<file path="src/tgab_pkg.sv">
// shared constants and types for the triaxial gyro average and bias removal block
// no dependencies; compile first
package tgab_pkg;

	localparam int SAMPLE_W    = 16;
	localparam int AVG_DEPTH   = 8;
	localparam int AVG_SHIFT   = 3;
	localparam int PTR_W       = 3;
	localparam int SUM_W       = SAMPLE_W + AVG_SHIFT;
	localparam int CALIB_ITEMS = 32;
	localparam int CALIB_SHIFT = 5;
	localparam int CALIB_CNT_W = 6;
	localparam int CSUM_W      = SAMPLE_W + CALIB_SHIFT;
	localparam int HOLD_W      = 16;
	localparam logic [HOLD_W-1:0] HOLD_RESET = 16'd1000;

	// per-axis control for one item
	typedef struct packed {
		logic step;        // item processed this cycle
		logic calib;       // item belongs to the calibration phase
		logic calib_done;  // last calibration item, latch bias
		logic capture;     // take last output as deviation
		logic trim;        // subtract deviation from result
	} axis_ctrl_t;

endpackage

</file>
<file path="src/tgab_if.sv">
// channel interfaces for raw samples and corrected rates
// depends on tgab_pkg
interface tgab_sample_if;
	logic                                  valid;
	logic                                  ready;
	logic signed [tgab_pkg::SAMPLE_W-1:0] raw_x;
	logic signed [tgab_pkg::SAMPLE_W-1:0] raw_y;
	logic signed [tgab_pkg::SAMPLE_W-1:0] raw_z;

	modport source (output valid, raw_x, raw_y, raw_z, input ready);
	modport sink   (input valid, raw_x, raw_y, raw_z, output ready);
endinterface

interface tgab_rate_if;
	logic                                  valid;
	logic                                  ready;
	logic signed [tgab_pkg::SAMPLE_W-1:0] rate_x;
	logic signed [tgab_pkg::SAMPLE_W-1:0] rate_y;
	logic signed [tgab_pkg::SAMPLE_W-1:0] rate_z;
	logic                                  holding;

	modport source (output valid, rate_x, rate_y, rate_z, holding, input ready);
	modport sink   (input valid, rate_x, rate_y, rate_z, holding, output ready);
endinterface

</file>
<file path="src/tgab_axis.sv">
// one axis: sample ring, moving average, bias calibration, deviation trim
// depends on tgab_pkg
module tgab_axis (
	input  logic                                  clk,
	input  logic                                  arst_n,
	input  tgab_pkg::axis_ctrl_t                  ctrl,
	input  logic [tgab_pkg::PTR_W-1:0]            ptr,
	input  logic signed [tgab_pkg::SAMPLE_W-1:0]  sample,
	output logic signed [tgab_pkg::SAMPLE_W-1:0]  rate
);

	logic signed [tgab_pkg::SAMPLE_W-1:0] ring_q [tgab_pkg::AVG_DEPTH];
	logic signed [tgab_pkg::CSUM_W-1:0]   csum_q;
	logic signed [tgab_pkg::SAMPLE_W-1:0] bias_q;
	logic signed [tgab_pkg::SAMPLE_W-1:0] dev_q;
	logic signed [tgab_pkg::SAMPLE_W-1:0] last_q;

	logic signed [tgab_pkg::SUM_W-1:0]    sum;
	logic signed [tgab_pkg::SAMPLE_W-1:0] avg;
	logic signed [tgab_pkg::CSUM_W-1:0]   csum_next;
	logic signed [tgab_pkg::SAMPLE_W-1:0] diff;
	logic signed [tgab_pkg::SAMPLE_W-1:0] dev_eff;

	// ring sum with the new sample already in its slot
	always_comb begin
		sum = '0;
		for (int i = 0; i < tgab_pkg::AVG_DEPTH; i++) begin
			if (tgab_pkg::PTR_W'(i) == ptr) begin
				sum = sum + tgab_pkg::SUM_W'(sample);
			end else begin
				sum = sum + tgab_pkg::SUM_W'(ring_q[i]);
			end
		end
	end

	// arithmetic shift gives the floor of the mean
	assign avg       = $signed(sum[tgab_pkg::SUM_W-1:tgab_pkg::AVG_SHIFT]);
	assign csum_next = csum_q + tgab_pkg::CSUM_W'(avg);
	assign diff      = avg - bias_q;
	assign dev_eff   = ctrl.capture ? last_q : dev_q;
	assign rate      = ctrl.trim ? (diff - dev_eff) : diff;

	always_ff @(posedge clk or negedge arst_n) begin
		if (!arst_n) begin
			for (int i = 0; i < tgab_pkg::AVG_DEPTH; i++) begin
				ring_q[i] <= '0;
			end
			csum_q <= '0;
			bias_q <= '0;
			dev_q  <= '0;
			last_q <= '0;
		end else if (ctrl.step) begin
			ring_q[ptr] <= sample;
			if (ctrl.calib) begin
				csum_q <= csum_next;
				if (ctrl.calib_done) begin
					bias_q <= $signed(csum_next[tgab_pkg::CSUM_W-1:tgab_pkg::CALIB_SHIFT]);
				end
			end else begin
				if (ctrl.capture) begin
					dev_q <= last_q;
				end
				last_q <= rate;
			end
		end
	end

endmodule

</file>
<file path="src/triaxial_gyro_average_bias_remove_unit.sv">
// top level of the triaxial gyro average and bias removal block
// depends on tgab_pkg, tgab_if (channel interfaces) and tgab_axis
//
// channel    | direction | contents
// -----------+-----------+-------------------------------------------
// samples    | sink      | raw_x, raw_y, raw_z (signed 16 bit)
// rates      | source    | rate_x, rate_y, rate_z (signed 16), holding
// cfg_we/... | write     | hold_items (16 bit, reset 1000)
//
// one sample transaction per cycle sustained while rates does not stall; two
// register stages (input register, then result register); rates.valid rises
// once a sample has passed the input register into a free result register
// the first 32 samples only calibrate the bias and give no rate transaction
// a stall on rates holds the result register; samples stays ready while the
// result register is free or being drained, and calibration samples never stall
// arst_n clears the rings, the bias, the deviation and all counters at once
module triaxial_gyro_average_bias_remove_unit (
	input  logic                              clk,
	input  logic                              arst_n,
	tgab_sample_if.sink                       samples,
	tgab_rate_if.source                       rates,
	input  logic                              cfg_we,
	input  logic [tgab_pkg::HOLD_W-1:0]       cfg_wdata
);

	// input stage
	logic                                 valid_s1;
	logic signed [tgab_pkg::SAMPLE_W-1:0] raw_x_s1;
	logic signed [tgab_pkg::SAMPLE_W-1:0] raw_y_s1;
	logic signed [tgab_pkg::SAMPLE_W-1:0] raw_z_s1;

	// control state
	logic [tgab_pkg::PTR_W-1:0]       ptr_q;
	logic [tgab_pkg::CALIB_CNT_W-1:0] calib_cnt_q;
	logic [tgab_pkg::HOLD_W-1:0]      hold_cnt_q;
	logic [tgab_pkg::HOLD_W-1:0]      hold_items_q;

	// result register
	logic                                 out_valid_q;
	logic signed [tgab_pkg::SAMPLE_W-1:0] rate_x_q;
	logic signed [tgab_pkg::SAMPLE_W-1:0] rate_y_q;
	logic signed [tgab_pkg::SAMPLE_W-1:0] rate_z_q;
	logic                                 holding_q;

	logic                                 calib;
	logic                                 out_free;
	logic                                 s1_fire;
	logic                                 in_ready;
	logic                                 capture;
	logic [tgab_pkg::HOLD_W-1:0]          hold_next;
	logic                                 hold;
	tgab_pkg::axis_ctrl_t                 ctrl;
	logic signed [tgab_pkg::SAMPLE_W-1:0] rate_x_d;
	logic signed [tgab_pkg::SAMPLE_W-1:0] rate_y_d;
	logic signed [tgab_pkg::SAMPLE_W-1:0] rate_z_d;

	// calibration runs until the counter reaches the item count
	assign calib    = (calib_cnt_q != tgab_pkg::CALIB_CNT_W'(tgab_pkg::CALIB_ITEMS));
	assign out_free = !out_valid_q || rates.ready;
	// calibration items produce nothing, so they never wait on the output
	assign s1_fire  = valid_s1 && (calib || out_free);
	assign in_ready = !valid_s1 || s1_fire;
	assign samples.ready = in_ready;

	// hold window: count first, then compare with the new count
	assign capture   = !calib && (hold_cnt_q < hold_items_q);
	assign hold_next = capture ? (hold_cnt_q + tgab_pkg::HOLD_W'(1)) : hold_cnt_q;
	assign hold      = (hold_next < hold_items_q);

	always_comb begin
		ctrl            = '0;
		ctrl.step       = s1_fire;
		ctrl.calib      = calib;
		ctrl.calib_done = calib
			&& (calib_cnt_q == tgab_pkg::CALIB_CNT_W'(tgab_pkg::CALIB_ITEMS - 1));
		ctrl.capture    = capture;
		ctrl.trim       = !hold;
	end

	tgab_axis u_axis_x (
		.clk    (clk),
		.arst_n (arst_n),
		.ctrl   (ctrl),
		.ptr    (ptr_q),
		.sample (raw_x_s1),
		.rate   (rate_x_d)
	);

	tgab_axis u_axis_y (
		.clk    (clk),
		.arst_n (arst_n),
		.ctrl   (ctrl),
		.ptr    (ptr_q),
		.sample (raw_y_s1),
		.rate   (rate_y_d)
	);

	tgab_axis u_axis_z (
		.clk    (clk),
		.arst_n (arst_n),
		.ctrl   (ctrl),
		.ptr    (ptr_q),
		.sample (raw_z_s1),
		.rate   (rate_z_d)
	);

	// input register
	always_ff @(posedge clk or negedge arst_n) begin
		if (!arst_n) begin
			valid_s1 <= 1'b0;
		end else if (in_ready) begin
			valid_s1 <= samples.valid;
		end
	end

	always_ff @(posedge clk) begin
		if (in_ready && samples.valid) begin
			raw_x_s1 <= samples.raw_x;
			raw_y_s1 <= samples.raw_y;
			raw_z_s1 <= samples.raw_z;
		end
	end

	// configuration and counters
	always_ff @(posedge clk or negedge arst_n) begin
		if (!arst_n) begin
			hold_items_q <= tgab_pkg::HOLD_RESET;
			ptr_q        <= '0;
			calib_cnt_q  <= '0;
			hold_cnt_q   <= '0;
		end else begin
			if (cfg_we) begin
				hold_items_q <= cfg_wdata;
			end
			if (s1_fire) begin
				// ring depth is a power of two, pointer wraps by itself
				ptr_q <= ptr_q + tgab_pkg::PTR_W'(1);
				if (calib) begin
					calib_cnt_q <= calib_cnt_q + tgab_pkg::CALIB_CNT_W'(1);
				end
				hold_cnt_q <= hold_next;
			end
		end
	end

	// result register
	always_ff @(posedge clk or negedge arst_n) begin
		if (!arst_n) begin
			out_valid_q <= 1'b0;
		end else if (s1_fire && !calib) begin
			out_valid_q <= 1'b1;
		end else if (rates.ready) begin
			out_valid_q <= 1'b0;
		end
	end

	always_ff @(posedge clk) begin
		if (s1_fire && !calib) begin
			rate_x_q  <= rate_x_d;
			rate_y_q  <= rate_y_d;
			rate_z_q  <= rate_z_d;
			holding_q <= hold;
		end
	end

	assign rates.valid   = out_valid_q;
	assign rates.rate_x  = rate_x_q;
	assign rates.rate_y  = rate_y_q;
	assign rates.rate_z  = rate_z_q;
	assign rates.holding = holding_q;

endmodule

</file>
<file path="src/flat_wrapper.sv">
// flat-port wrapper written by rule: the top's interface ports become plain ports
module triaxial_gyro_average_bias_remove_unit_flat 
  (clk, arst_n, cfg_we, cfg_wdata, samples_valid, samples_raw_x, samples_raw_y, samples_raw_z, samples_ready, rates_valid, rates_rate_x, rates_rate_y, rates_rate_z, rates_holding, rates_ready);
  tgab_sample_if samples_i ();
  tgab_rate_if rates_i ();
  input  logic clk;
  input  logic arst_n;
  input  logic cfg_we;
  input  logic [tgab_pkg::HOLD_W-1:0] cfg_wdata;
  input wire logic [$bits(samples_i.valid)-1:0] samples_valid;
  input wire logic [$bits(samples_i.raw_x)-1:0] samples_raw_x;
  input wire logic [$bits(samples_i.raw_y)-1:0] samples_raw_y;
  input wire logic [$bits(samples_i.raw_z)-1:0] samples_raw_z;
  output wire logic [$bits(samples_i.ready)-1:0] samples_ready;
  output wire logic [$bits(rates_i.valid)-1:0] rates_valid;
  output wire logic [$bits(rates_i.rate_x)-1:0] rates_rate_x;
  output wire logic [$bits(rates_i.rate_y)-1:0] rates_rate_y;
  output wire logic [$bits(rates_i.rate_z)-1:0] rates_rate_z;
  output wire logic [$bits(rates_i.holding)-1:0] rates_holding;
  input wire logic [$bits(rates_i.ready)-1:0] rates_ready;
  assign samples_i.valid = samples_valid;
  assign samples_i.raw_x = samples_raw_x;
  assign samples_i.raw_y = samples_raw_y;
  assign samples_i.raw_z = samples_raw_z;
  assign samples_ready = samples_i.ready;
  assign rates_valid = rates_i.valid;
  assign rates_rate_x = rates_i.rate_x;
  assign rates_rate_y = rates_i.rate_y;
  assign rates_rate_z = rates_i.rate_z;
  assign rates_holding = rates_i.holding;
  assign rates_i.ready = rates_ready;
  triaxial_gyro_average_bias_remove_unit u_core (.clk(clk), .arst_n(arst_n), .samples(samples_i), .rates(rates_i), .cfg_we(cfg_we), .cfg_wdata(cfg_wdata));
endmodule
</file>
<file path="config.mk">
export PLATFORM = sky130hd
export DESIGN_NAME = triaxial_gyro_average_bias_remove_unit_flat
export DESIGN_NICKNAME = d
export VERILOG_FILES = /design/src/tgab_pkg.sv /design/src/tgab_if.sv /design/src/tgab_axis.sv /design/src/triaxial_gyro_average_bias_remove_unit.sv /design/src/flat_wrapper.sv
export SDC_FILE = /design/constraint.sdc
export NUM_CORES = 2
export LEC_CHECK = 0
export ABC_CLOCK_PERIOD_IN_PS = 36100
export BUFFER_PORTS_ARGS = -buffer_cell sky130_fd_sc_hd__buf_2
export CAP_MARGIN = 30
export CORE_AREA = 3 3 354 356
export CTS_CLUSTER_SIZE = 14
export DETAILED_ROUTE_END_ITERATION = 6
export DIE_AREA = 0 0 357 359
export MAX_ROUTING_LAYER = met4
export PLACE_DENSITY_LB_ADDON = 0.12
export SYNTH_ARGS = -nofsm -noshare
export SYNTH_HDL_FRONTEND = slang
export SYNTH_SLANG_ARGS = --single-unit
</file>
<file path="constraint.sdc">
create_clock -name clk -period 36.1 [get_ports clk]
set_clock_uncertainty 0.2 [all_clocks]
set_input_delay 5.415 -clock clk [delete_from_list [all_inputs] [get_ports clk]]
set_output_delay 5.415 -clock clk [all_outputs]
set_load 0.02 [all_outputs]
</file>
==> parameters.txt <==
Parameter                              Value

Status
  Result of the run ... finished clean

Worst setup path
  Crit Path Max Fanout ... 35
  Required time at the worst-slack endpoint ... 36460 ps
  Most frequent cell on the critical path ... sky130_fd_sc_hd__ha_1
  CP Class ... flop to flop
  FF-to-FF setup slack ... 22400 ps
  Crit path launch type ... flop
  Largest stage delay on the critical path ... 920 ps
  Critical path data arrival time ... 14050 ps
  Setup crit end kind ... flop
  Max stage delay cell, worst path ... sky130_fd_sc_hd__o41ai_1

STA
  Final worst-path cycle share ... 37.94%
  Final count of negative-setup-slack endpoints ... 0
  Fin. Hold Viols ... 0
  Worst max-slew margin expressed relative to the limit ... 29.26%
  Worst Max-Slew Pin Slew ... 1047 ps
  Fin Setup TNS ... 0 ps
  Final Max Slew Viols ... 0
  RSZ-0062 raised after global routing ... no
  Fmax ... 0.07300 GHz
  Final min period ... 13700 ps

Clock network
  CTS tree ... built
  Sink count of the clock tree ... 731
  H-tree level count ... 3
  Longest Clk Path Bufs ... 3
  Post-CTS resize count ... 0
  Clock buffer count from CTS ... 92
  Clock Latency Late Sink ... 710 ps
  Number of buffers inserted to repair setup after CTS ... 0
  Clock slew at the register clock pins of the worst setup and hold paths ... 60 ps
  Clock Root Buffer ... sky130_fd_sc_hd__clkbuf_16
  Number of hold buffers added after cts ... 0

Logic synthesis
  Average cell area after synthesis ... 9.996 sq um
  Number of warnings reported in the yosys synthesis log ... 0
  Gate count after technology mapping ... 5505
  Number of distinct standard cells referenced by the synthesized netlist ... 91
  Async SR Flop Fraction ... 86.73%
  Post-Syn Nets ... 6187
  Post-synth top cells ... 776 x sky130_fd_sc_hd__mux2_2, 628 x sky130_fd_sc_hd__dfrtp_1, 586 x sky130_fd_sc_hd__ha_1
  Portion of the post-synthesis area used by sequential elements ... 34.14%
  Cell types occupying the most area after synthesis ... sky130_fd_sc_hd__dfrtp_1 29%, sky130_fd_sc_hd__mux2_2 16%, sky130_fd_sc_hd__ha_1 13%, sky130_fd_sc_hd__xnor2_1 5.3%, sky130_fd_sc_hd__edfxtp_1 5.3%
  Cell accounting for the most synthesized area ... sky130_fd_sc_hd__dfrtp_1
  EDFF count, synth ... 97
  FF+latch count, synth ... 731
  Post-synthesis instance area ... 0.05503 sq mm
  Main synth FF type ... sky130_fd_sc_hd__dfrtp_1
  Fraction of post-synthesis cell area in the top cell type by area ... 28.56%
  Most frequent cell after synthesis ... sky130_fd_sc_hd__mux2_2

Route
  Count of TritonRoute iterations in the first routing pass ... 5
  Vias post-DR ... 39770
  Remaining DRCs ... 0
  Number of vias per cell ... 5.448
  Iteration-0 DRC Markers ... 1898
  Routed Wire Length ... 135200 um
  Wirelength per Cell ... 18.53 um
  Post-route antenna net violation count ... 0

GRT
  Initial antenna violation count ... 2
  Total track usage ... 21.70%
  First-pass GRT wire length ... 218000 um
  GR Overflow Total ... 0
  Largest net degree at the start of global routing ... 95
  Number of global-route vias before repair ... 39740

Floorplan
  Vertical die dimension ... 359 um
  Die Footprint ... 0.1282 sq mm
  Placeable core region ... 0.1220 sq mm
  Core Rows ... 128
  Boundary Pins ... 120
  Initial core utilization ... 45.09%
  Chip width ... 357 um

Hold path
  Tightest Hold Check Type ... flop to flop

Cells and area
  Synth-to-layout area growth ... 10.33%
  Layout Utilization ... 49.75%
  Layout cell share with drive strength beyond 1 ... 21.08%
  Total number of nets in the final design ... 6278
  FILL cells ... 11450

Placement
  DP HPWL ... 98900 um
  Final weighted congestion in routability-driven placement ... 0.8562
  Number of input and output port buffers inserted ... 119

Job
  Maximum Capacitance Violations ... 0
[cell usage in the layout (no fill, tap or decap), drive strengths merged, types with 12 or more instances in the layout]
cell	n
a21o	87
a21boi	15
o21a	75
clkbuf	124
or3	22
nand2	518
a31oi	25
fa	27
o211ai	17
mux2i	66
ha	586
nor2	274
xor2	137
and2	21
o31ai	21
o41ai	12
and3	23
edfxtp	97
o21ai	356
nand3	69
nor3	85
clkinv	29
o21bai	78
nand2b	49
a21oi	328
nand4	22
nor2b	65
mux2	787
inv	255
buf	195
a211oi	23
or2	21
o31a	21
dfrtp	628
xnor2	336
[final cells by class]
type	instances	area, sq um	share of cell area (%)
clock inverter	47	456.7	0.7522
clock buffer	124	2670	4.398
multi-input combinational	4326	34650	57.06
sequential	731	18790	30.94
inverter	250	940.9	1.550
antenna	1	2.502	0.004122
tap	1625	2033	3.349
timing repair buffer	195	1180	1.943
[logic make-up (layout without fill, tap and decap cells)]
family                     Yosys count  count (layout)  synth area share (%)
buffers and inverters              448             616                 3.092
other                                0               1                     0
adders and majority gates          613             613                 14.31
xor gates and xnor gates           486             486                 8.101
and+or+nand+nor                   1216            1216                 9.995
DFF                                731             731                 34.14
muxes                              853             853                 17.30
AOI/OAI and AO/OA                 1158            1158                 13.06
[path summary, 6_finish.rpt]
path	from	to	cells after the start
max in group asynchronous	arst_n	u_core.u_axis_y.last_q[14]$_DFFE_PN0P_	4
worst max register to register	u_core.ptr_q[1]$_DFFE_PN0P_	u_core.u_axis_y.bias_q[15]$_DFFE_PN0P_	56
worst min-delay path	u_core.u_axis_x.csum_q[20]$_DFFE_PN0P_	u_core.u_axis_x.csum_q[20]$_DFFE_PN0P_	1
worst min register to register	u_core.u_axis_x.csum_q[20]$_DFFE_PN0P_	u_core.u_axis_x.csum_q[20]$_DFFE_PN0P_	1
min in group asynchronous	arst_n	u_core.hold_items_q[13]$_DFFE_PN0P_	1
worst max-delay path	u_core.ptr_q[1]$_DFFE_PN0P_	u_core.u_axis_y.bias_q[15]$_DFFE_PN0P_	56
[layer usage]
layer | track usage (%) | up-vias | part of all wire, %
li1 | - | 19880 | -
met1 | 29.32 | 19210 | 49
met2 | 34.42 | 485 | 46
met3 | 2.684 | 193 | 2.8
met4 | 5.792 | 0 | 2.8
met5 | - | - | 0
[worst max-delay path: cells and delay by family, from the launching register on]
family,cells,cell delay [ps]
multiplexers,1,270
XOR/XNOR,7,1530
AND/OR/NAND/NOR,7,1200
AO/OA/AOI/OAI,26,5670
adder cells (fa/ha/maj),10,3160
flip-flops,1,490
buffers and inverters,5,1000
[stage by stage]
stage / instance area, sq um / setup WS, ps / hold slack (ps) / instances
6_report: 60720 / 22400 / 274.9 / 7299
5_1_grt: 60710 / 21100 / 293.3 / 7298
4_1_cts: 60710 / 22450 / 278.6 / 7298
3_5_place_dp: 57590 / 22560 / 262.0 / 7127
3_3_place_gp: 57580 / 22710 / 253.7 / 7126
2_1_floorplan: 55030 / 24380 / 240.3 / 5505
[registers in the layout, indices dropped and copies added (netlist names), 21 cells and up]
signal,cells
u_core.u_axis_y.csum_q,21
u_core.u_axis_x.csum_q,21
u_core.u_axis_z.csum_q,21
u_core.u_axis_x.ring_q,128
u_core.u_axis_y.ring_q,128
u_core.u_axis_z.ring_q,128
Power is not shown: default switching activity piles up to over one toggle a cycle in this logic, so the estimate is an artifact.
